--- src/hdl/rapp_pkg.sv ---
// Shared types, character codes and helpers for the RF amplifier poll/reply parser.
// No dependencies; imported by rapp_ctrl, rapp_emit and the top level.
`timescale 1ns / 1ps
`default_nettype none

package rapp_pkg;

  // Input item command codes
  typedef enum logic [1:0] {
    CMD_RX    = 2'd0,
    CMD_TICK  = 2'd1,
    CMD_POWER = 2'd2,
    CMD_NONE  = 2'd3
  } cmd_t;

  // Result kinds
  typedef enum logic [2:0] {
    K_TX     = 3'd0,
    K_TEMP   = 3'd1,
    K_POWER  = 3'd2,
    K_NORESP = 3'd3,
    K_SYNTAX = 3'd4,
    K_BADLVL = 3'd5,
    K_RECOV  = 3'd6
  } kind_t;

  // Reply parser phases
  typedef enum logic [3:0] {
    PH_IDLE    = 4'd0,
    PH_SKIP    = 4'd1,
    PH_P_S     = 4'd2,
    PH_P_EQ    = 4'd3,
    PH_P_DIG   = 4'd4,
    PH_P_END   = 4'd5,
    PH_R_T     = 4'd6,
    PH_R_EQ    = 4'd7,
    PH_R_FIRST = 4'd8,
    PH_R_POS2  = 4'd9,
    PH_R_POS3  = 4'd10,
    PH_R_NEG1  = 4'd11,
    PH_R_NEG2  = 4'd12,
    PH_R_C     = 4'd13,
    PH_R_END   = 4'd14
  } phase_t;

  // Four-byte command that follows a decision
  typedef enum logic [1:0] {
    SEND_NONE  = 2'd0,
    SEND_POWER = 2'd1,
    SEND_POLL  = 2'd2
  } send_t;

  // Configuration register indexes
  localparam logic CFG_TIMEOUT = 1'b0;
  localparam logic CFG_ERR_LIM = 1'b1;

  localparam logic [3:0] TIMEOUT_RST = 4'd2;
  localparam logic [3:0] ERR_LIM_RST = 4'd4;

  // Character codes
  localparam logic [7:0] CH_CR    = 8'h0D;
  localparam logic [7:0] CH_LF    = 8'h0A;
  localparam logic [7:0] CH_TAB   = 8'h09;
  localparam logic [7:0] CH_SPACE = 8'h20;
  localparam logic [7:0] CH_ZERO  = 8'h30;
  localparam logic [7:0] CH_NINE  = 8'h39;
  localparam logic [7:0] CH_ONE   = 8'h31;
  localparam logic [7:0] CH_FOUR  = 8'h34;
  localparam logic [7:0] CH_P     = 8'h50;
  localparam logic [7:0] CH_S     = 8'h53;
  localparam logic [7:0] CH_R     = 8'h52;
  localparam logic [7:0] CH_T     = 8'h54;
  localparam logic [7:0] CH_C     = 8'h43;
  localparam logic [7:0] CH_EQ    = 8'h3D;
  localparam logic [7:0] CH_MINUS = 8'h2D;
  localparam logic [7:0] CH_QUERY = 8'h3F;

  // One accepted input transaction
  typedef struct packed {
    cmd_t       cmd;
    logic [7:0] rx_byte;
    logic [2:0] power_level;
  } item_t;

  // Results caused by one transaction, in output order:
  // head report, recovered notice, then a four-byte command
  typedef struct packed {
    logic               head_vld;
    kind_t              head_kind;
    logic signed [10:0] head_temp;
    logic [2:0]         head_pw;
    logic               recov;
    send_t              send;
    logic [2:0]         send_lvl;
  } plan_t;

  function automatic logic is_eol(input logic [7:0] b);
    return (b == CH_CR) || (b == CH_LF);
  endfunction

  function automatic logic is_dig(input logic [7:0] b);
    return (b >= CH_ZERO) && (b <= CH_NINE);
  endfunction

  function automatic logic is_ws(input logic [7:0] b);
    return (b == CH_SPACE) || ((b >= CH_TAB) && (b <= CH_CR));
  endfunction

  // Byte idx of a power or poll command
  function automatic logic [7:0] cmd_char(input send_t s, input logic [2:0] lvl,
                                         input logic [1:0] idx);
    logic [7:0] c;
    c = CH_CR;
    unique case (idx)
      2'd0: c = (s == SEND_POLL) ? CH_R : CH_P;
      2'd1: c = (s == SEND_POLL) ? CH_T : CH_S;
      2'd2: c = (s == SEND_POLL) ? CH_QUERY : (CH_ZERO + {5'd0, lvl});
      2'd3: c = CH_CR;
      default: c = CH_CR;
    endcase
    return c;
  endfunction

endpackage

`default_nettype wire

--- src/hdl/rapp_ctrl.sv ---
// Link state and reply parser: updates state for one transaction and plans its results.
// Depends on rapp_pkg.
`timescale 1ns / 1ps
`default_nettype none

module rapp_ctrl (
  input  wire logic           clk,
  input  wire logic           rst,
  input  wire logic           fire,
  input  wire rapp_pkg::item_t item,
  input  wire logic [3:0]     timeout_ticks,
  input  wire logic [3:0]     error_report_limit,
  output rapp_pkg::plan_t     plan
);
  import rapp_pkg::*;

  phase_t     phase, phase_next;
  logic [9:0] temp_accum, temp_accum_next;
  logic       temp_negative, temp_negative_next;
  logic [2:0] power_digit, power_digit_next;
  logic       request_pending, request_pending_next;
  logic [3:0] ticks_waiting, ticks_waiting_next;
  logic [2:0] queued_power, queued_power_next;
  logic [3:0] error_count, error_count_next;

  logic        fin_bad, fin_reply, fin_pow, fin_temp, follow;
  logic [7:0]  b;
  logic        eol, dig;
  logic [13:0] acc_mul;
  logic [10:0] temp_val;

  assign b        = item.rx_byte;
  assign eol      = is_eol(b);
  assign dig      = is_dig(b);
  assign acc_mul  = {temp_accum, 3'b000} + {3'b000, temp_accum, 1'b0}
                    + {10'd0, b[3:0]};
  assign temp_val = temp_negative ? (~{1'b0, temp_accum} + 11'd1) : {1'b0, temp_accum};

  // Next state and result plan
  always_comb begin
    phase_next           = phase;
    temp_accum_next      = temp_accum;
    temp_negative_next   = temp_negative;
    power_digit_next     = power_digit;
    request_pending_next = request_pending;
    ticks_waiting_next   = ticks_waiting;
    queued_power_next    = queued_power;
    error_count_next     = error_count;
    plan      = '0;
    fin_bad   = 1'b0;
    fin_reply = 1'b0;
    fin_pow   = 1'b0;
    fin_temp  = 1'b0;
    follow    = 1'b0;

    if (fire) begin
      unique case (item.cmd)
        CMD_RX: begin
          // Parse one received byte
          unique case (phase)
            PH_IDLE: begin
              if (!is_ws(b)) begin
                if (b == CH_P) phase_next = PH_P_S;
                else if (b == CH_R) phase_next = PH_R_T;
                else fin_bad = 1'b1;
              end
            end
            PH_SKIP: if (eol) phase_next = PH_IDLE;
            PH_P_S: begin
              if (b == CH_S) phase_next = PH_P_EQ;
              else begin fin_bad = 1'b1; fin_reply = 1'b1; end
            end
            PH_P_EQ: begin
              if (b == CH_EQ) phase_next = PH_P_DIG;
              else begin fin_bad = 1'b1; fin_reply = 1'b1; end
            end
            PH_P_DIG: begin
              if ((b >= CH_ONE) && (b <= CH_FOUR)) begin
                power_digit_next = b[2:0];
                phase_next       = PH_P_END;
              end else begin
                fin_bad = 1'b1; fin_reply = 1'b1;
              end
            end
            PH_P_END: begin
              if (eol) fin_pow = 1'b1;
              else begin fin_bad = 1'b1; fin_reply = 1'b1; end
            end
            PH_R_T: begin
              if (b == CH_T) phase_next = PH_R_EQ;
              else begin fin_bad = 1'b1; fin_reply = 1'b1; end
            end
            PH_R_EQ: begin
              if (b == CH_EQ) phase_next = PH_R_FIRST;
              else begin fin_bad = 1'b1; fin_reply = 1'b1; end
            end
            PH_R_FIRST: begin
              if (dig) begin
                temp_accum_next    = {6'd0, b[3:0]};
                temp_negative_next = 1'b0;
                phase_next         = PH_R_POS2;
              end else if (b == CH_MINUS) begin
                temp_accum_next    = '0;
                temp_negative_next = 1'b1;
                phase_next         = PH_R_NEG1;
              end else begin
                fin_bad = 1'b1; fin_reply = 1'b1;
              end
            end
            PH_R_POS2, PH_R_POS3, PH_R_NEG1, PH_R_NEG2: begin
              if (dig) begin
                temp_accum_next = acc_mul[9:0];
                if (phase == PH_R_POS2) phase_next = PH_R_POS3;
                else if (phase == PH_R_NEG1) phase_next = PH_R_NEG2;
                else phase_next = PH_R_C;
              end else begin
                fin_bad = 1'b1; fin_reply = 1'b1;
              end
            end
            PH_R_C: begin
              if (b == CH_C) phase_next = PH_R_END;
              else begin fin_bad = 1'b1; fin_reply = 1'b1; end
            end
            PH_R_END: begin
              if (eol) fin_temp = 1'b1;
              else begin fin_bad = 1'b1; fin_reply = 1'b1; end
            end
            default: phase_next = PH_IDLE;
          endcase

          // Close the line: error, power report or temperature report
          if (fin_bad) begin
            if (error_count < error_report_limit) begin
              error_count_next = error_count + 4'd1;
              plan.head_vld    = 1'b1;
              plan.head_kind   = K_SYNTAX;
            end
            if (fin_reply) request_pending_next = 1'b0;
            phase_next = eol ? PH_IDLE : PH_SKIP;
            follow     = 1'b1;
          end
          if (fin_pow || fin_temp) begin
            plan.head_vld = 1'b1;
            if (fin_pow) begin
              plan.head_kind    = K_POWER;
              plan.head_pw      = power_digit;
              queued_power_next = '0;
            end else begin
              plan.head_kind = K_TEMP;
              plan.head_temp = temp_val;
            end
            if (error_count != 4'd0) begin
              error_count_next = '0;
              plan.recov       = 1'b1;
            end
            request_pending_next = 1'b0;
            phase_next           = PH_IDLE;
            follow               = 1'b1;
          end

          // Resend queued power request, or re-poll after a counted tick
          if (follow && !request_pending_next) begin
            if (queued_power_next != 3'd0) begin
              plan.send     = SEND_POWER;
              plan.send_lvl = queued_power_next;
            end else if (ticks_waiting_next != 4'd0) begin
              plan.send            = SEND_POLL;
              request_pending_next = 1'b1;
              ticks_waiting_next   = '0;
            end
          end
        end

        CMD_TICK: begin
          if (!request_pending) begin
            plan.send            = SEND_POLL;
            request_pending_next = 1'b1;
            ticks_waiting_next   = '0;
          end else begin
            // Count the tick, saturating, then check for timeout
            ticks_waiting_next = (ticks_waiting == 4'd15) ? ticks_waiting
                                                          : ticks_waiting + 4'd1;
            if (ticks_waiting_next >= timeout_ticks) begin
              if (error_count < error_report_limit) begin
                error_count_next = error_count + 4'd1;
                plan.head_vld    = 1'b1;
                plan.head_kind   = K_NORESP;
              end
              request_pending_next = 1'b0;
              if (queued_power != 3'd0) begin
                plan.send     = SEND_POWER;
                plan.send_lvl = queued_power;
              end else begin
                plan.send            = SEND_POLL;
                request_pending_next = 1'b1;
                ticks_waiting_next   = '0;
              end
            end
          end
        end

        CMD_POWER: begin
          if ((item.power_level < 3'd1) || (item.power_level > 3'd4)) begin
            plan.head_vld  = 1'b1;
            plan.head_kind = K_BADLVL;
          end else begin
            queued_power_next = item.power_level;
            if (!request_pending) begin
              plan.send     = SEND_POWER;
              plan.send_lvl = item.power_level;
            end
          end
        end

        CMD_NONE: begin
        end

        default: begin
        end
      endcase
    end
  end

  // State registers
  always_ff @(posedge clk) begin
    if (rst) begin
      phase           <= PH_IDLE;
      temp_accum      <= '0;
      temp_negative   <= 1'b0;
      power_digit     <= '0;
      request_pending <= 1'b0;
      ticks_waiting   <= '0;
      queued_power    <= '0;
      error_count     <= '0;
    end else begin
      phase           <= phase_next;
      temp_accum      <= temp_accum_next;
      temp_negative   <= temp_negative_next;
      power_digit     <= power_digit_next;
      request_pending <= request_pending_next;
      ticks_waiting   <= ticks_waiting_next;
      queued_power    <= queued_power_next;
      error_count     <= error_count_next;
    end
  end

endmodule

`default_nettype wire

--- src/hdl/rapp_emit.sv ---
// Result sequencer: holds the plan of one transaction; presents its results one per cycle unless stalled.
// Depends on rapp_pkg.
`timescale 1ns / 1ps
`default_nettype none

module rapp_emit (
  input  wire logic                clk,
  input  wire logic                rst,
  input  wire logic                load,
  input  wire rapp_pkg::plan_t     plan,
  output logic                     can_load,
  output logic                     out_valid,
  input  wire logic                out_ready,
  output logic [2:0]               kind,
  output logic [7:0]               tx_byte,
  output logic signed [10:0]       temperature,
  output logic [2:0]               power_reported,
  output logic                     last
);
  import rapp_pkg::*;

  logic               head_pend;
  kind_t              head_kind;
  logic signed [10:0] head_temp;
  logic [2:0]         head_pw;
  logic               recov_pend;
  send_t              send;
  logic [2:0]         send_lvl;
  logic [1:0]         bidx;
  logic               pop;

  assign out_valid = head_pend || recov_pend || (send != SEND_NONE);
  assign pop       = out_valid && out_ready;
  assign can_load  = !out_valid || (out_ready && last);

  // Select the current result
  always_comb begin
    kind           = K_TX;
    tx_byte        = '0;
    temperature    = '0;
    power_reported = '0;
    last           = 1'b0;
    if (head_pend) begin
      kind           = head_kind;
      temperature    = head_temp;
      power_reported = head_pw;
      last           = !recov_pend && (send == SEND_NONE);
    end else if (recov_pend) begin
      kind = K_RECOV;
      last = (send == SEND_NONE);
    end else begin
      tx_byte = cmd_char(send, send_lvl, bidx);
      last    = (bidx == 2'd3);
    end
  end

  // Payload of the planned results
  always_ff @(posedge clk) begin
    if (load) begin
      head_kind <= plan.head_kind;
      head_temp <= plan.head_temp;
      head_pw   <= plan.head_pw;
      send_lvl  <= plan.send_lvl;
    end
  end

  // Advance through head, notice and command bytes
  always_ff @(posedge clk) begin
    if (rst) begin
      head_pend  <= 1'b0;
      recov_pend <= 1'b0;
      send       <= SEND_NONE;
      bidx       <= '0;
    end else if (load) begin
      head_pend  <= plan.head_vld;
      recov_pend <= plan.recov;
      send       <= plan.send;
      bidx       <= '0;
    end else if (pop) begin
      if (head_pend) begin
        head_pend <= 1'b0;
      end else if (recov_pend) begin
        recov_pend <= 1'b0;
      end else begin
        bidx <= bidx + 2'd1;
        if (bidx == 2'd3) send <= SEND_NONE;
      end
    end
  end

endmodule

`default_nettype wire

--- src/hdl/rf_amp_poll_and_reply_parser_core.sv ---
// Top level of the RF amplifier poll scheduler and reply parser.
// Depends on rapp_pkg, rapp_ctrl and rapp_emit.
//
//   Port group   Handshake              Payload
//   input        in_valid / in_ready    cmd, rx_byte, power_level
//   result       out_valid / out_ready  kind, tx_byte, temperature, power_reported, last
//   config       cfg_wr_en              cfg_index, cfg_data
//
// A transaction is registered at the input, then processed combinationally into a result plan
// that the result sequencer loads once it is free. A transaction yields 0 to 6 results, shown
// one at a time, so the input sustains one transaction per cycle while each yields at most one
// result and out_ready stays high. The result sequencer sets the rate otherwise.
// Reset clears link and parser state and loads timeout 2 and error limit 4.
// An output stall holds the current result and backs up into the input register.
`timescale 1ns / 1ps
`default_nettype none

module rf_amp_poll_and_reply_parser_core (
  input  wire logic               clk,
  input  wire logic               rst,
  input  wire logic               in_valid,
  output logic                    in_ready,
  input  wire logic [1:0]         cmd,
  input  wire logic [7:0]         rx_byte,
  input  wire logic [2:0]         power_level,
  output logic                    out_valid,
  input  wire logic               out_ready,
  output logic [2:0]              kind,
  output logic [7:0]              tx_byte,
  output logic signed [10:0]      temperature,
  output logic [2:0]              power_reported,
  output logic                    last,
  input  wire logic               cfg_wr_en,
  input  wire logic               cfg_index,
  input  wire logic [3:0]         cfg_data
);
  import rapp_pkg::*;

  logic       in_q_vld;
  item_t      in_q;
  logic       can_load;
  logic       fire;
  plan_t      plan;
  logic       plan_busy;
  logic [3:0] timeout_ticks;
  logic [3:0] error_report_limit;

  assign fire      = in_q_vld && can_load;
  assign in_ready  = !in_q_vld || can_load;
  assign plan_busy = plan.head_vld || plan.recov || (plan.send != SEND_NONE);

  // Configuration registers
  always_ff @(posedge clk) begin
    if (rst) begin
      timeout_ticks      <= TIMEOUT_RST;
      error_report_limit <= ERR_LIM_RST;
    end else if (cfg_wr_en) begin
      if (cfg_index == CFG_TIMEOUT) timeout_ticks <= cfg_data;
      if (cfg_index == CFG_ERR_LIM) error_report_limit <= cfg_data;
    end
  end

  // Input register
  always_ff @(posedge clk) begin
    if (rst) begin
      in_q_vld <= 1'b0;
    end else if (in_ready) begin
      in_q_vld <= in_valid;
    end
  end

  always_ff @(posedge clk) begin
    if (in_valid && in_ready) begin
      in_q.cmd         <= cmd_t'(cmd);
      in_q.rx_byte     <= rx_byte;
      in_q.power_level <= power_level;
    end
  end

  rapp_ctrl u_ctrl (
    .clk                (clk),
    .rst                (rst),
    .fire               (fire),
    .item               (in_q),
    .timeout_ticks      (timeout_ticks),
    .error_report_limit (error_report_limit),
    .plan               (plan)
  );

  rapp_emit u_emit (
    .clk            (clk),
    .rst            (rst),
    .load           (fire),
    .plan           (plan),
    .can_load       (can_load),
    .out_valid      (out_valid),
    .out_ready      (out_ready),
    .kind           (kind),
    .tx_byte        (tx_byte),
    .temperature    (temperature),
    .power_reported (power_reported),
    .last           (last)
  );

  // An accepted transaction lands in the input register
  a_in_capture: assert property (@(posedge clk) disable iff (rst)
    in_valid && in_ready |=> in_q_vld)
    else $error("accepted transaction not captured");

  // A processed transaction with results presents them on the next cycle
  a_plan_shown: assert property (@(posedge clk) disable iff (rst)
    fire && plan_busy |=> out_valid)
    else $error("planned results not presented");

  // The final result of a transaction empties the sequencer unless a new plan loads
  a_last_drains: assert property (@(posedge clk) disable iff (rst)
    out_valid && out_ready && last && !fire |=> !out_valid)
    else $error("results remain after final result");

endmodule

`default_nettype wire

--- config.mk ---
export PLATFORM = sky130hd
export DESIGN_NAME = rf_amp_poll_and_reply_parser_core
export DESIGN_NICKNAME = d
export VERILOG_FILES = /design/src/hdl/rapp_pkg.sv /design/src/hdl/rapp_ctrl.sv /design/src/hdl/rapp_emit.sv /design/src/hdl/rf_amp_poll_and_reply_parser_core.sv
export SDC_FILE = /design/constraint.sdc
export NUM_CORES = 1
export LEC_CHECK = 0
export BUFFER_PORTS_ARGS = -buffer_cell sky130_fd_sc_hd__buf_4
export CAP_MARGIN = 25
export CORE_MARGIN = 2
export CORE_UTILIZATION = 28
export DETAILED_ROUTE_END_ITERATION = 10
export SETUP_SLACK_MARGIN = 0.3
export SLEW_MARGIN = 20
export SYNTH_ARGS = -nofsm -noshare
export SYNTH_HDL_FRONTEND = slang
export SYNTH_SLANG_ARGS = --single-unit
--- constraint.sdc ---
create_clock -name clk -period 5.65 [get_ports clk]
set_input_delay 0.2825 -clock clk [delete_from_list [all_inputs] [get_ports clk]]
set_output_delay 0.2825 -clock clk [all_outputs]
set_load 0.02 [all_outputs]
# Word level (Yosys, flattened, before mapping)
# Cells that the tools add are included.
[word_totals] latchBits=0 memories=0 out_inout_bits=28 ramBits=0 romBits=0 ff_bits=78
[op_classes] div_mod_pow=0 shift=0 n_mux=135 eq_ne=53 mul=0 add_sub_neg=7 n_lt_le_gt_ge=10 reduce_logical=56 bitwise=7
[op_table] cell="2-to-1 mux 4 bit" count=36
[op_table] cell="2-to-1 mux 1 bit" count=51
[op_table] cell="case mux 4 bit (11 select lines)" count=1
[op_table] cell="== test 8 x 7 -> 1 bit (second input constant)" count=5
[op_table] cell="2-to-1 mux 3 bit" count=13
[op_table] cell="2-to-1 mux 11 bit" count=3
[op_table] cell="== test 4 bit (second input constant)" count=8
[op_table] cell="!= test 4 x 1 -> 1 bit (second input constant)" count=8
[op_table] cell="case mux 8 bit (4 select lines)" count=1
[op_table] cell="2-to-1 mux 10 bit" count=3
[op_table] cell="== test 8 x 6 -> 1 bit (second input constant)" count=3
[op_table] cell="2-to-1 mux 8 bit" count=3
[op_table] cell="2-to-1 mux 2 bit" count=11
[op_table] cell="case mux 10 bit (2 select lines)" count=1
[op_table] cell="2-to-1 mux 19 bit" count=1
[op_table] cell="== test 4 x 3 -> 1 bit (second input constant)" count=4
[op_table] cell="== test 8 x 4 -> 1 bit (second input constant)" count=2
[op_table] cell="greater-or-equal comparator 8 x 6 -> 1 bit (second input constant)" count=2
[op_table] cell="less-or-equal comparator 8 x 6 -> 1 bit (second input constant)" count=2
[op_table] cell="case mux 4 bit (2 select lines)" count=2
[op_table] cell="AND reduction 4 bit" count=4
[op_table] cell="2-to-1 mux 5 bit" count=3
[op_table] cell="case mux 5 bit (3 select lines)" count=1
[op_table] cell="AND reduction 14 bit" count=1
[op_table] cell="42 further kinds" count=99

# Depth between registers and ports, before layout
# Gate-level depths: netlist (run 1).
[depth] word_depth=17 depth_mapped=11 ltp_nobuf=11

# By module
# Synthesis (run 1) repeated with hierarchy kept, for this count alone.
[unflattened] hier_cells=546 hier_area_um2=4926.0
[modules_own_cells] module="rapp_ctrl" seq_area_each_um2=600.6 cells_each=388 area_each_um2=2931.6 n_inst=1
[modules_own_cells] module="rapp_emit" seq_area_each_um2=720.7 cells_each=107 area_each_um2=1217.4 n_inst=1
[modules_own_cells] module="rf_amp_poll_and_reply_parser_core" seq_area_each_um2=570.5 cells_each=51 area_each_um2=777.0 n_inst=1

# Worst setup path before layout (run 1)
# OpenSTA, ideal clock, no wires.
[synth_timing] path_kind="register to register" from="reg u_ctrl.ticks_waiting[0]" to="reg u_ctrl.ticks_waiting[1]" required_time_ps=5590 path_buffers=0 slack_ps=2694 stages_incl_launch_ff=10 synth_period_minus_slack_ps=2956 t_arrival_ps=2896 path_cell_list="dfxtp_1 ha_1 nand3_1 xnor2_1 ha_1 nand2b_1 a2111oi_1 o311ai_0 nor4_1 a221o_1"
[synth_via] elab_chain_cells=6 elab_cells_between_ends=11
[synth_lines] item="start, declared" line="rapp_ctrl.sv:22" text="logic [3:0] ticks_waiting, ticks_waiting_next;"
[synth_lines] item="start signal, assigned" line="rapp_ctrl.sv:241" text="ticks_waiting <= ticks_waiting_next;"
[synth_lines] item="adder 4 x 1 -> 4 bit or == test 4 bit (tied branches)" line="rapp_ctrl.sv:182, rapp_ctrl.sv:181"
[synth_lines] item="2-to-1 mux 4 bit" line="rapp_ctrl.sv:181" text="ticks_waiting_next = (ticks_waiting == 4'd15) ? ticks_waiting"
[synth_lines] item="greater-or-equal comparator 4 bit or 2-to-1 mux 4 bit (tied branches)" line="rapp_ctrl.sv:183, rapp_ctrl.sv:190"
[synth_lines] item="2-to-1 mux 4 bit" line="rapp_ctrl.sv:183" text="if (ticks_waiting_next >= timeout_ticks) begin"
[synth_lines] item="2-to-1 mux 4 bit" line="rapp_ctrl.sv:175" text="if (!request_pending) begin"
[synth_lines] item="case mux 4 bit (2 select lines)" line="rapp_ctrl.sv:57" text="unique case (item.cmd)"
# Several ways; a longest one is shown, not always the timed one.
# A chain may end at the register's enable or synchronous reset.

# Worst setup path after layout (run 1)
[layout_timing] from="reg u_ctrl.ticks_waiting[0]" to="reg u_ctrl.ticks_waiting[2]"
# Same word-level chain as after synthesis.

==> results of run 1 <==
## cell type report
type                       count  area, um2  area share [%]
multi-input combinational    439       2970            50.1
sequential                    78       1890            31.9
timing repair buffer          49        368            6.20
tap                          229        287            4.83
clock buffer                  12        236            3.99
inverter                      28        105            1.77
clock inverter                 4       72.6            1.22
## logic make-up (layout without fill, tap and decap cells)
group,count (synthesis),in the layout,synth area share [%]
buffers and inverters,52,93,4.00
other,1,1,0.0740
XOR/XNOR,18,18,3.11
flip-flops,78,78,37.4
AND/OR/NAND/NOR,249,249,26.1
multiplexers,16,16,3.19
adder cells (fa/ha/maj),33,33,8.45
AO/OA/AOI/OAI,122,122,17.8
## per-stage QoR
stage	power, W	cell area [um2]	hold WS [ns]	instances
global placement	0.000762	5620	0.445	823
CTS	0.00137	5930	0.118	839
floorplan	0.000718	5060	0.381	569
finish	0.00135	5930	0.125	839
detailed placement	0.000764	5620	0.451	823
global route	0.00141	5930	0.110	839
## cell usage after synthesis (5+ instances only)
| cell | n | area (um2) |
|---|---|---|
| edfxtp_1 | 33 | 991 |
| nand2_1 | 50 | 188 |
| clkbuf_1 | 19 | 71.3 |
| a22oi_1 | 8 | 60.1 |
| a211o_1 | 5 | 43.8 |
| o21ai_0 | 18 | 90.1 |
| o31ai_1 | 5 | 37.5 |
| xor2_1 | 11 | 96.3 |
| nor4_1 | 6 | 37.5 |
| a21oi_1 | 28 | 140 |
| nor2b_1 | 7 | 43.8 |
| nand2b_1 | 11 | 68.8 |
| xnor2_1 | 7 | 61.3 |
| dfxtp_1 | 45 | 901 |
| or3_1 | 7 | 43.8 |
| nor3_1 | 19 | 95.1 |
| nand3_1 | 22 | 110 |
| inv_1 | 28 | 105 |
| ha_1 | 31 | 388 |
| and2_1 | 21 | 131 |
| and3_1 | 5 | 31.3 |
| nor2_1 | 63 | 236 |
| mux2i_1 | 15 | 150 |
## state kept, by name (all words and copies together), names as in the netlist, 2 cells and up
register	flops
error_report_limit	4
in_q	13
timeout_ticks	4
u_ctrl.error_count	4
u_ctrl.phase	4
u_ctrl.power_digit	3
u_ctrl.queued_power	3
u_ctrl.temp_accum	10
u_ctrl.ticks_waiting	4
u_emit.bidx	2
u_emit.head_kind	3
u_emit.head_pw	3
u_emit.head_temp	11
u_emit.send	2
u_emit.send_lvl	3
## placed cells by master, fill, tap and decap left out, types with 8 or more instances in the layout
cell       synthesis  routed
edfxtp_1          33      33
clkbuf_16          0       9
nand3_1           22      22
nand2b_1          11      11
dfxtp_1           45      45
a22oi_1            8       8
a21oi_1           28      28
and2_1            21      21
ha_1              31      31
nand2_1           50      50
nor2_1            63      63
xor2_1            11      11
o21ai_0           18      18
nor3_1            19      19
buf_4              1      49
inv_1             28      28
mux2i_1           15      15
## critical path: stages (launching register included)
cell       delay (ns)
dfxtp_1          0.41
ha_1             0.24
nand3_1          0.20
o21ai_0          0.35
ha_1             0.30
a2111oi_1        0.68
o311ai_1         0.35
nor4_1           0.51
a221o_1          0.23
## final timing paths
check,cells after the start,slack (ns),to
max,8,2.31,u_ctrl.ticks_waiting[2]$_SDFFE_PP0P_
min,1,0.12,in_q[4]$_DFFE_PP_
min reg2reg,2,0.45,error_report_limit[0]$_SDFFE_PP0P_
max reg2reg,8,2.31,u_ctrl.ticks_waiting[2]$_SDFFE_PP0P_
## per-layer routing
layer  wire length, um  track usage [%]
met5                 0                0
met4               214             4.35
met3               546             2.56
met2              4970             18.9
met1              5960             17.7
## where the power goes
| part | leakage [nW] | switching, W | total (W) | internal [W] |
|---|---|---|---|---|
| Combinational | 1.51 | 0.0000717 | 0.000123 | 0.0000513 |
| Clock | 0.148 | 0.000216 | 0.000602 | 0.000386 |
| Sequential | 0.691 | 0.0000228 | 0.000629 | 0.000606 |
| Total | 2.35 | 0.000310 | 0.00135 | 0.00104 |
==> flow_metrics.env, run 1 <==
export IMPL_status="finished, final reports clean"
export IMPL_skew_ns=0.0106
export IMPL_setup_viol=0
export IMPL_grt_pass1_wl_um=19900
export IMPL_fin_ws_ns=2.31
export IMPL_required_ns=5.92
export IMPL_cts_tree="built"
export IMPL_hold_path_startpoint="rx_byte[1]"
export IMPL_cts_sinks=78
export IMPL_grtUsageTotal_pct=12.5
export IMPL_grt_overflow_total=0
export IMPL_diodes=0
export IMPL_vdd_ir_drop_max_v=0.000129
export IMPL_clock_root_buffer="clkbuf_16"
export IMPL_die_h_um=138
export IMPL_worstPathArrival_ns=3.61
export IMPL_synth_edf_count=33
export IMPL_tightest_slew_ns=0.971
export IMPL_avgSynthCellArea_um2=8.90
export IMPL_gp_congestion=0.850
export IMPL_drt_iter0_markers=401
export IMPL_grt_setup_unrepaired="no"
export IMPL_wl_um=11700
export IMPL_finalHoldViolCount=0
export IMPL_fillers=1812
export IMPL_place_ws_ns=2.16
export IMPL_die_width_um=138
export IMPL_drc=0
export IMPL_fin_util_pct=33.2
export IMPL_start_util_pct=28.4
export IMPL_worstPathMaxFanout=6
export IMPL_path_class="flop to flop"
export IMPL_synth_ff_type="dfxtp_1"
export IMPL_drive_above_1_share_pct=13.1
export IMPL_die_area_mm2=0.0192
export IMPL_clockBufferDepth=2
export IMPL_clock_latency_ns=0.34
export IMPL_dr_pass1_iters=4
export IMPL_ys_warn_count=0
export IMPL_crit_path_end_kind="flop"
export IMPL_setup_tns_final_ns=0
export IMPL_hp_class="input pin to flop"
export IMPL_postSynthCellCount=569
export IMPL_netlist_area_mm2=0.00506
export IMPL_cts_resized=0
export IMPL_max_freq_mhz=300
export IMPL_ys_seq_area_share_pct=37.4
export IMPL_syn2layout_area_growth_pct=17.1
export IMPL_ant_nets=0
export IMPL_wl_per_cell_um=13.9
export IMPL_grt_start_max_net_pins=41
export IMPL_post_cts_buffers=0
export IMPL_ys_ff_latch=78
export IMPL_slew_headroom_pct=34.8
export IMPL_r2r_start="u_ctrl.ticks_waiting[0]$_SDFFE_PP0P_"
export IMPL_p_per_area_mw_per_mm2=228
export IMPL_ys_types=79
export IMPL_holdBufCountCts=0
export IMPL_cts_htree_levels=3
export IMPL_drv_cap=0
export IMPL_p_leak_nw=2.35
export IMPL_clk_pin_slew_ns=0.06
export IMPL_core_area_mm2=0.0178
export IMPL_rows=49
export IMPL_fin_crit_ns=3.34
export IMPL_port_buffers=49
export IMPL_io_pins=51
export IMPL_syn_num_nets=625
export IMPL_async_reset_ff_share_pct=0
export IMPL_antenna_found_initial=0
export IMPL_slew_violations=0
export IMPL_cts_made_buffers=9
export IMPL_crit_start="u_ctrl.ticks_waiting[0]$_SDFFE_PP0P_"
export IMPL_hpwl_um=8610
export IMPL_period_share_pct=59.1
export IMPL_grt_pass1_vias=3965
export IMPL_nNetsFinal=661
export IMPL_start_kind="flop"
export IMPL_num_vias=4194
export IMPL_viasPerCell=5.00
No activity file was read; power rests on OpenSTA's default activity.
==> run 2, diff against run 1 <==
Clock period 5.65 ns to 2.85 ns, I/O delays scaled along.
==> run 2 against run 1 <==
Total power increased by 99%. Hold slack worse by 0.099 ns. Combinational power grew to 2.8 times the previous value. Clock skew decreased by 0.0048 ns. Global-route usage rose by 0.61 points. Sequential power up 96%. Critical endpoint is now u_ctrl.phase[2]$_SDFFE_PP0P_. Core utilization grew 4.4 points. Setup slack got worse by 2.1 ns. Sequential share of layout area fell by 3.6 points. Largest cell class unchanged. Final area is 13% higher. Sequential cell count stayed put. First-iteration DRC count fell by 22%.
==> flow_metrics.env, run 2 (synthesis gave the netlist of run 1 again) <==
export IMPL_clk_pin_slew_ns=0.06
export IMPL_hold_path_startpoint="in_valid"
export IMPL_die_area_mm2=0.0192
export IMPL_reg_top3="in_q (13), u_emit.head_temp (11), u_ctrl.temp_accum (10)"
export IMPL_setup_tns_final_ns=0
export IMPL_rows=49
export IMPL_wl_um=12700
export IMPL_finalHoldViolCount=0
export IMPL_wl_per_cell_um=14.1
export IMPL_grt_pass1_vias=4173
export IMPL_grt_setup_unrepaired="yes"
export IMPL_setup_viol=0
export IMPL_grt_overflow_total=0
export IMPL_drc=0
export IMPL_slew_violations=0
export IMPL_final_common_cell="buf_4"
export IMPL_drive_above_1_share_pct=25.6
export IMPL_crit_buf_inv=0
export IMPL_critical_path_top_delay_family="simple AND/OR/NAND/NOR gates"
export IMPL_required_ns=3.11
export IMPL_holdPathEnd="in_q_vld$_SDFFE_PP0N_"
export IMPL_grtUsageTotal_pct=13.1
export IMPL_crit_slowest_cell="or4b_4"
export IMPL_port_buffers=49
export IMPL_grt_start_max_net_pins=41
export IMPL_core_area_mm2=0.0178
export IMPL_layout_common_cells="94 x buf_4, 58 x nor2_1, 49 x nand2_1, 41 x dfxtp_1, 33 x edfxtp_1"
export IMPL_hpwl_um=9000
export IMPL_slew_headroom_pct=49.6
export IMPL_skew_ns=0.00580
export IMPL_crit_chain="or4b_4 > o311ai_4 > nor3_2 > or4_4 > o31a_1 > o22ai_1"
export IMPL_r2r_end="u_ctrl.phase[2]$_SDFFE_PP0P_"
export IMPL_largest_register="in_q"
export IMPL_cts_sinks=78
export IMPL_rr_worst_depth=6
export IMPL_start_util_pct=28.4
export IMPL_r2r_start="in_q[5]$_DFFE_PP_"
export IMPL_vdd_ir_drop_max_v=0.000255
export IMPL_drt_iter0_markers=314
export IMPL_slowest_delay_ns=0.59
export IMPL_rrSetupSlack_ns=0.26
export IMPL_crit_path_end_kind="flop"
export IMPL_tightest_slew_ns=0.757
export IMPL_io_pins=51
export IMPL_worstPathArrival_ns=2.85
export IMPL_p_per_area_mw_per_mm2=402
export IMPL_viasPerCell=5.05
export IMPL_whs_path_depth=3
export IMPL_diodes=0
export IMPL_stdcell_area_mm2=0.00672
export IMPL_path_class="flop to flop"
export IMPL_cts_tree="built"
export IMPL_p_leak_nw=2.70
export IMPL_syn2layout_area_growth_pct=32.6
export IMPL_start_kind="flop"
export IMPL_ant_nets=0
export IMPL_clock_latency_ns=0.34
export IMPL_dr_pass1_iters=5
export IMPL_clock_root_buffer="clkbuf_16"
export IMPL_period_share_pct=91.0
export IMPL_cts_made_buffers=9
export IMPL_clockBufferDepth=2
export IMPL_hp_class="input pin to flop"
export IMPL_die_width_um=138
export IMPL_cts_htree_levels=3
export IMPL_drv_cap=0
export IMPL_num_vias=4533
export IMPL_fin_crit_ns=2.59
export IMPL_status="finished, final reports clean"
export IMPL_nNetsFinal=720
export IMPL_post_dp_cell_area_mm2=0.00581
export IMPL_max_freq_mhz=386
export IMPL_worstPathMaxFanout=4
export IMPL_grt_pass1_wl_um=20800
export IMPL_die_h_um=138
export IMPL_antenna_found_initial=0
export IMPL_largest_reg_flops=13
export IMPL_gp_congestion=0.839
[run 2: changes by cell type in the layout (fill, tap and decap cells not counted), sizes merged]
cell	before	now
buf	49	95
dlygate4sd3	0	13
bufinv	2	1
clkbuf	12	11
clkinv	2	3
clkinvlp	0	1
[run 2: how the worst max path moves through the flow]
stage / to / start / slack, ns / cells after the start
after CTS: u_emit.head_pend$_SDFFE_PP0P_ / u_ctrl.ticks_waiting[1]$_SDFFE_PP0P_ / 0.28 / 10
after global routing: u_ctrl.ticks_waiting[1]$_SDFFE_PP0P_ / u_ctrl.ticks_waiting[1]$_SDFFE_PP0P_ / 0.19 / 10
after detailed placement: u_ctrl.ticks_waiting[2]$_SDFFE_PP0P_ / u_ctrl.ticks_waiting[0]$_SDFFE_PP0P_ / 0.01 / 9
after global placement: u_ctrl.ticks_waiting[3]$_SDFFE_PP0P_ / u_ctrl.ticks_waiting[0]$_SDFFE_PP0P_ / 0.12 / 9
after floorplan: u_ctrl.temp_accum[8]$_SDFFE_PP0P_ / in_q[6]$_DFFE_PP_ / 0.30 / 8
final: u_ctrl.phase[2]$_SDFFE_PP0P_ / in_q[5]$_DFFE_PP_ / 0.26 / 6
[run 2: worst register-to-register path, cell delays in order, from the launching register on]
cell      delay (ns)
edfxtp_1        0.44
or4b_4          0.59
o311ai_4        0.36
nor3_2          0.09
or4_4           0.58
o31a_1          0.29
o22ai_1         0.15
[run 2: metal layers]
| metal | routed length (um) | vias up | global-route usage [%] | share of wire (%) |
|---|---|---|---|---|
| li1 | - | 2281 | - | - |
| met1 | 6180 | 2137 | 18.6 | 49 |
| met2 | 5730 | 97 | 19.6 | 45 |
| met3 | 525 | 18 | 2.53 | 4.1 |
| met4 | 215 | 0 | 5.10 | 1.7 |
| met5 | 0 | - | 0 | 0 |
[run 2: area by class of cell]
type / instances / area, um2
tap: 229 / 287
inverter: 28 / 105
multi-input combinational: 439 / 3290
timing repair buffer: 108 / 847
clock buffer: 11 / 233
fill: 1747 / 11100
clock inverter: 5 / 51.3
sequential: 78 / 1900
[run 2: what timing repair did]
item | in CTS | in global routing
setup buffers | 13 | 13
pin swaps | 17 | 12
setup endpoints to repair | 22 | 29
gates cloned | 0 | 0
gates resized for setup | 26 | 33
hold endpoints to repair | 13 | 0
hold buffers | 13 | 0
[run 2: power by group]
part | switching [W] | total (W) | internal [W]
sequential | 0.0000355 | 0.00123 | 0.00120
clock | 0.000446 | 0.00112 | 0.000672
combinational | 0.000185 | 0.000348 | 0.000163
[run 2: through the flow]
| step | power (W) | hold slack, ns | setup WS (ns) | util, % | cells |
|---|---|---|---|---|---|
| after global placement | 0.00153 | 0.322 | 0.116 | 32.5 | 843 |
| after CTS | 0.00269 | 0.0166 | 0.281 | 36.2 | 885 |
| after detailed placement | 0.00153 | 0.322 | 0.0124 | 32.5 | 843 |
| final | 0.00270 | 0.0254 | 0.257 | 37.7 | 898 |
| after global routing | 0.00281 | 0.0396 | 0.192 | 37.7 | 898 |
| after floorplan | 0.00143 | 0.241 | 0.305 | - | 569 |
==> run 3, diff against run 2 <==
Settings changed: CTS_BUF_LIST from default to sky130_fd_sc_hd__clkbuf_4.
==> run 3 against run 2 <==
Register-to-register slack worse by 0.02 ns. Core utilization is 0.11 points lower. Sequential cell count unchanged.
==> flow_metrics.env, run 3 (synthesis gave the netlist of run 1 again) <==
export IMPL_layout_common_cells="98 x buf_4, 58 x nor2_1, 50 x nand2_1, 41 x dfxtp_1, 33 x edfxtp_1"
export IMPL_nNetsFinal=732
export IMPL_crit_chain="or4b_4 > o311ai_4 > nor3_2 > or4_4 > o31a_1 > o22ai_1"
export IMPL_worstPathMaxFanout=4
export IMPL_io_pins=51
export IMPL_dr_pass1_iters=7
export IMPL_crit_slowest_cell="or4b_4"
export IMPL_largest_register="in_q"
export IMPL_p_per_area_mw_per_mm2=339
export IMPL_core_area_mm2=0.0178
export IMPL_clockBufferDepth=2
export IMPL_drive_above_1_share_pct=26.3
export IMPL_fin_hold_ws_ns=0.126
export IMPL_clock_root_buffer="clkbuf_4"
export IMPL_finalHoldViolCount=0
export IMPL_gp_congestion=0.839
export IMPL_p_sw_share_pct=27.3
export IMPL_grt_setup_unrepaired="yes"
export IMPL_drc=0
export IMPL_post_dp_cell_area_mm2=0.00581
export IMPL_wl_per_cell_um=14.2
export IMPL_hpwl_um=9000
export IMPL_wl_um=12900
export IMPL_place_ws_ns=0.0124
export IMPL_clk_pin_slew_ns=0.13
export IMPL_cts_tree="built"
export IMPL_rows=49
export IMPL_largest_reg_flops=13
export IMPL_worstPathArrival_ns=2.98
export IMPL_p_seq_share_pct=54.2
export IMPL_r2r_end="u_ctrl.phase[2]$_SDFFE_PP0P_"
export IMPL_p_int_w=0.00165
export IMPL_ant_nets=0
export IMPL_drv_cap=0
export IMPL_num_vias=4621
export IMPL_die_width_um=138
export IMPL_antenna_found_initial=1
export IMPL_grt_pass1_vias=4204
export IMPL_tightest_slew_ns=0.755
export IMPL_slew_violations=0
export IMPL_slowest_delay_ns=0.60
export IMPL_die_h_um=138
export IMPL_reg_top3="in_q (13), u_emit.head_temp (11), u_ctrl.temp_accum (10)"
export IMPL_clockPowerShare_pct=29.8
export IMPL_required_ns=3.21
export IMPL_setup_tns_final_ns=0
export IMPL_seq_area_mm2=0.00190
export IMPL_path_class="flop to flop"
export IMPL_comb_power_share_pct=16.0
export IMPL_fillers=1760
export IMPL_crit_start="in_q[5]$_DFFE_PP_"
export IMPL_grt_start_max_net_pins=41
export IMPL_grtUsageTotal_pct=13.1
export IMPL_cts_made_buffers=9
export IMPL_vdd_ir_drop_max_v=0.000133
export IMPL_crit_path_end_kind="flop"
export IMPL_hp_class="input pin to flop"
export IMPL_critical_path_endpoint="u_ctrl.phase[2]$_SDFFE_PP0P_"
export IMPL_stdcell_area_mm2=0.00670
export IMPL_start_kind="flop"
export IMPL_viasPerCell=5.07
export IMPL_p_sw_w=0.000620
export IMPL_fin_util_pct=37.5
export IMPL_start_util_pct=28.4
export IMPL_grt_pass1_wl_um=20900
export IMPL_period_share_pct=91.8
export IMPL_setup_viol=0
export IMPL_syn2layout_area_growth_pct=32.3
export IMPL_rr_worst_depth=6
export IMPL_cts_htree_levels=3
export IMPL_slew_headroom_pct=49.7
export IMPL_r2r_start="in_q[5]$_DFFE_PP_"
export IMPL_drt_iter0_markers=282
export IMPL_die_area_mm2=0.0192
export IMPL_fin_crit_ns=2.62
export IMPL_grt_overflow_total=0
export IMPL_skew_ns=0.0224
export IMPL_port_buffers=49
export IMPL_clock_latency_ns=0.45
export IMPL_cts_sinks=78
export IMPL_status="finished, final reports clean"
export IMPL_max_freq_mhz=382
export IMPL_p_leak_nw=2.69
export IMPL_fin_ws_ns=0.234
export IMPL_rrSetupSlack_ns=0.23
export IMPL_final_common_cell="buf_4"
export IMPL_multi_input_area_mm2=0.00331
==> run 3: changes by cell type in the layout (fill, tap and decap cells not counted), sizes merged <==
| cell | change |
|---|---|
| dlygate4sd3 | +8 |
| diode | +1 |
| buf | +4 |
==> run 3: routing by layer <==
layer | vias up | track usage, % | wire [um]
li1 | 2300 | - | -
met1 | 2173 | 18.9 | 6270
met2 | 134 | 19.7 | 5870
met3 | 14 | 2.70 | 662
met4 | 0 | 3.97 | 147
met5 | - | 0 | 0
==> run 3: power by group through the flow <==
stage	logic (W)	clock network [W]	registers [W]
3_3_place_gp	0.000275	0	0.00126
5_1_grt	0.000397	0.000749	0.00124
6_report	0.000364	0.000677	0.00123
3_5_place_dp	0.000275	0	0.00126
4_1_cts	0.000333	0.000695	0.00123
2_1_floorplan	0.000183	0	0.00124
==> run 3: critical path: cells and delay by family, from the launching register on <==
kind	cells	cell delay [ns]
compound gates	3	0.80
flops	1	0.48
simple gates	3	1.26
==> run 3: how the worst min path moves through the flow <==
stage | from | endpoint | slack, ns | cells past startpoint
finish | rst | timeout_ticks[2]$_SDFFE_PP0P_ | 0.13 | 2
global route | rst | u_ctrl.temp_accum[6]$_SDFFE_PP0P_ | 0.12 | 2
CTS | rst | u_ctrl.temp_accum[7]$_SDFFE_PP0P_ | 0.11 | 2
detailed placement | power_level[1] | in_q[1]$_DFFE_PP_ | 0.32 | 1
global placement | power_level[2] | in_q[2]$_DFFE_PP_ | 0.32 | 1
floorplan | power_level[0] | in_q[0]$_DFFE_PP_ | 0.24 | 0
==> run 3: timing repair <==
| item | in CTS | in global routing |
|---|---|---|
| endpoints found under the hold margin | 22 | 0 |
| hold buffers | 21 | 0 |
| gates cloned | 0 | 0 |
| setup endpoints to repair | 22 | 38 |
| pin swaps | 20 | 15 |
| gates resized for setup | 31 | 31 |
| setup buffers | 17 | 13 |
==> run 3: final cells by class <==
cell class | instances | share of cell area [%]
inverters | 28 | 1.57
diodes | 1 | 0.0374
well taps | 229 | 4.28
multi-input cells | 439 | 49.4
clock inverters | 5 | 0.766
flip-flops and latches | 78 | 28.4
clock buffers | 11 | 1.23
repair buffers | 120 | 14.3
==> run 3: per-stage QoR <==
stage               instances  power (W)
finish                    911    0.00227
CTS                       897    0.00226
floorplan                 569    0.00143
detailed placement        843    0.00153
global route              911    0.00238
global placement          843    0.00153
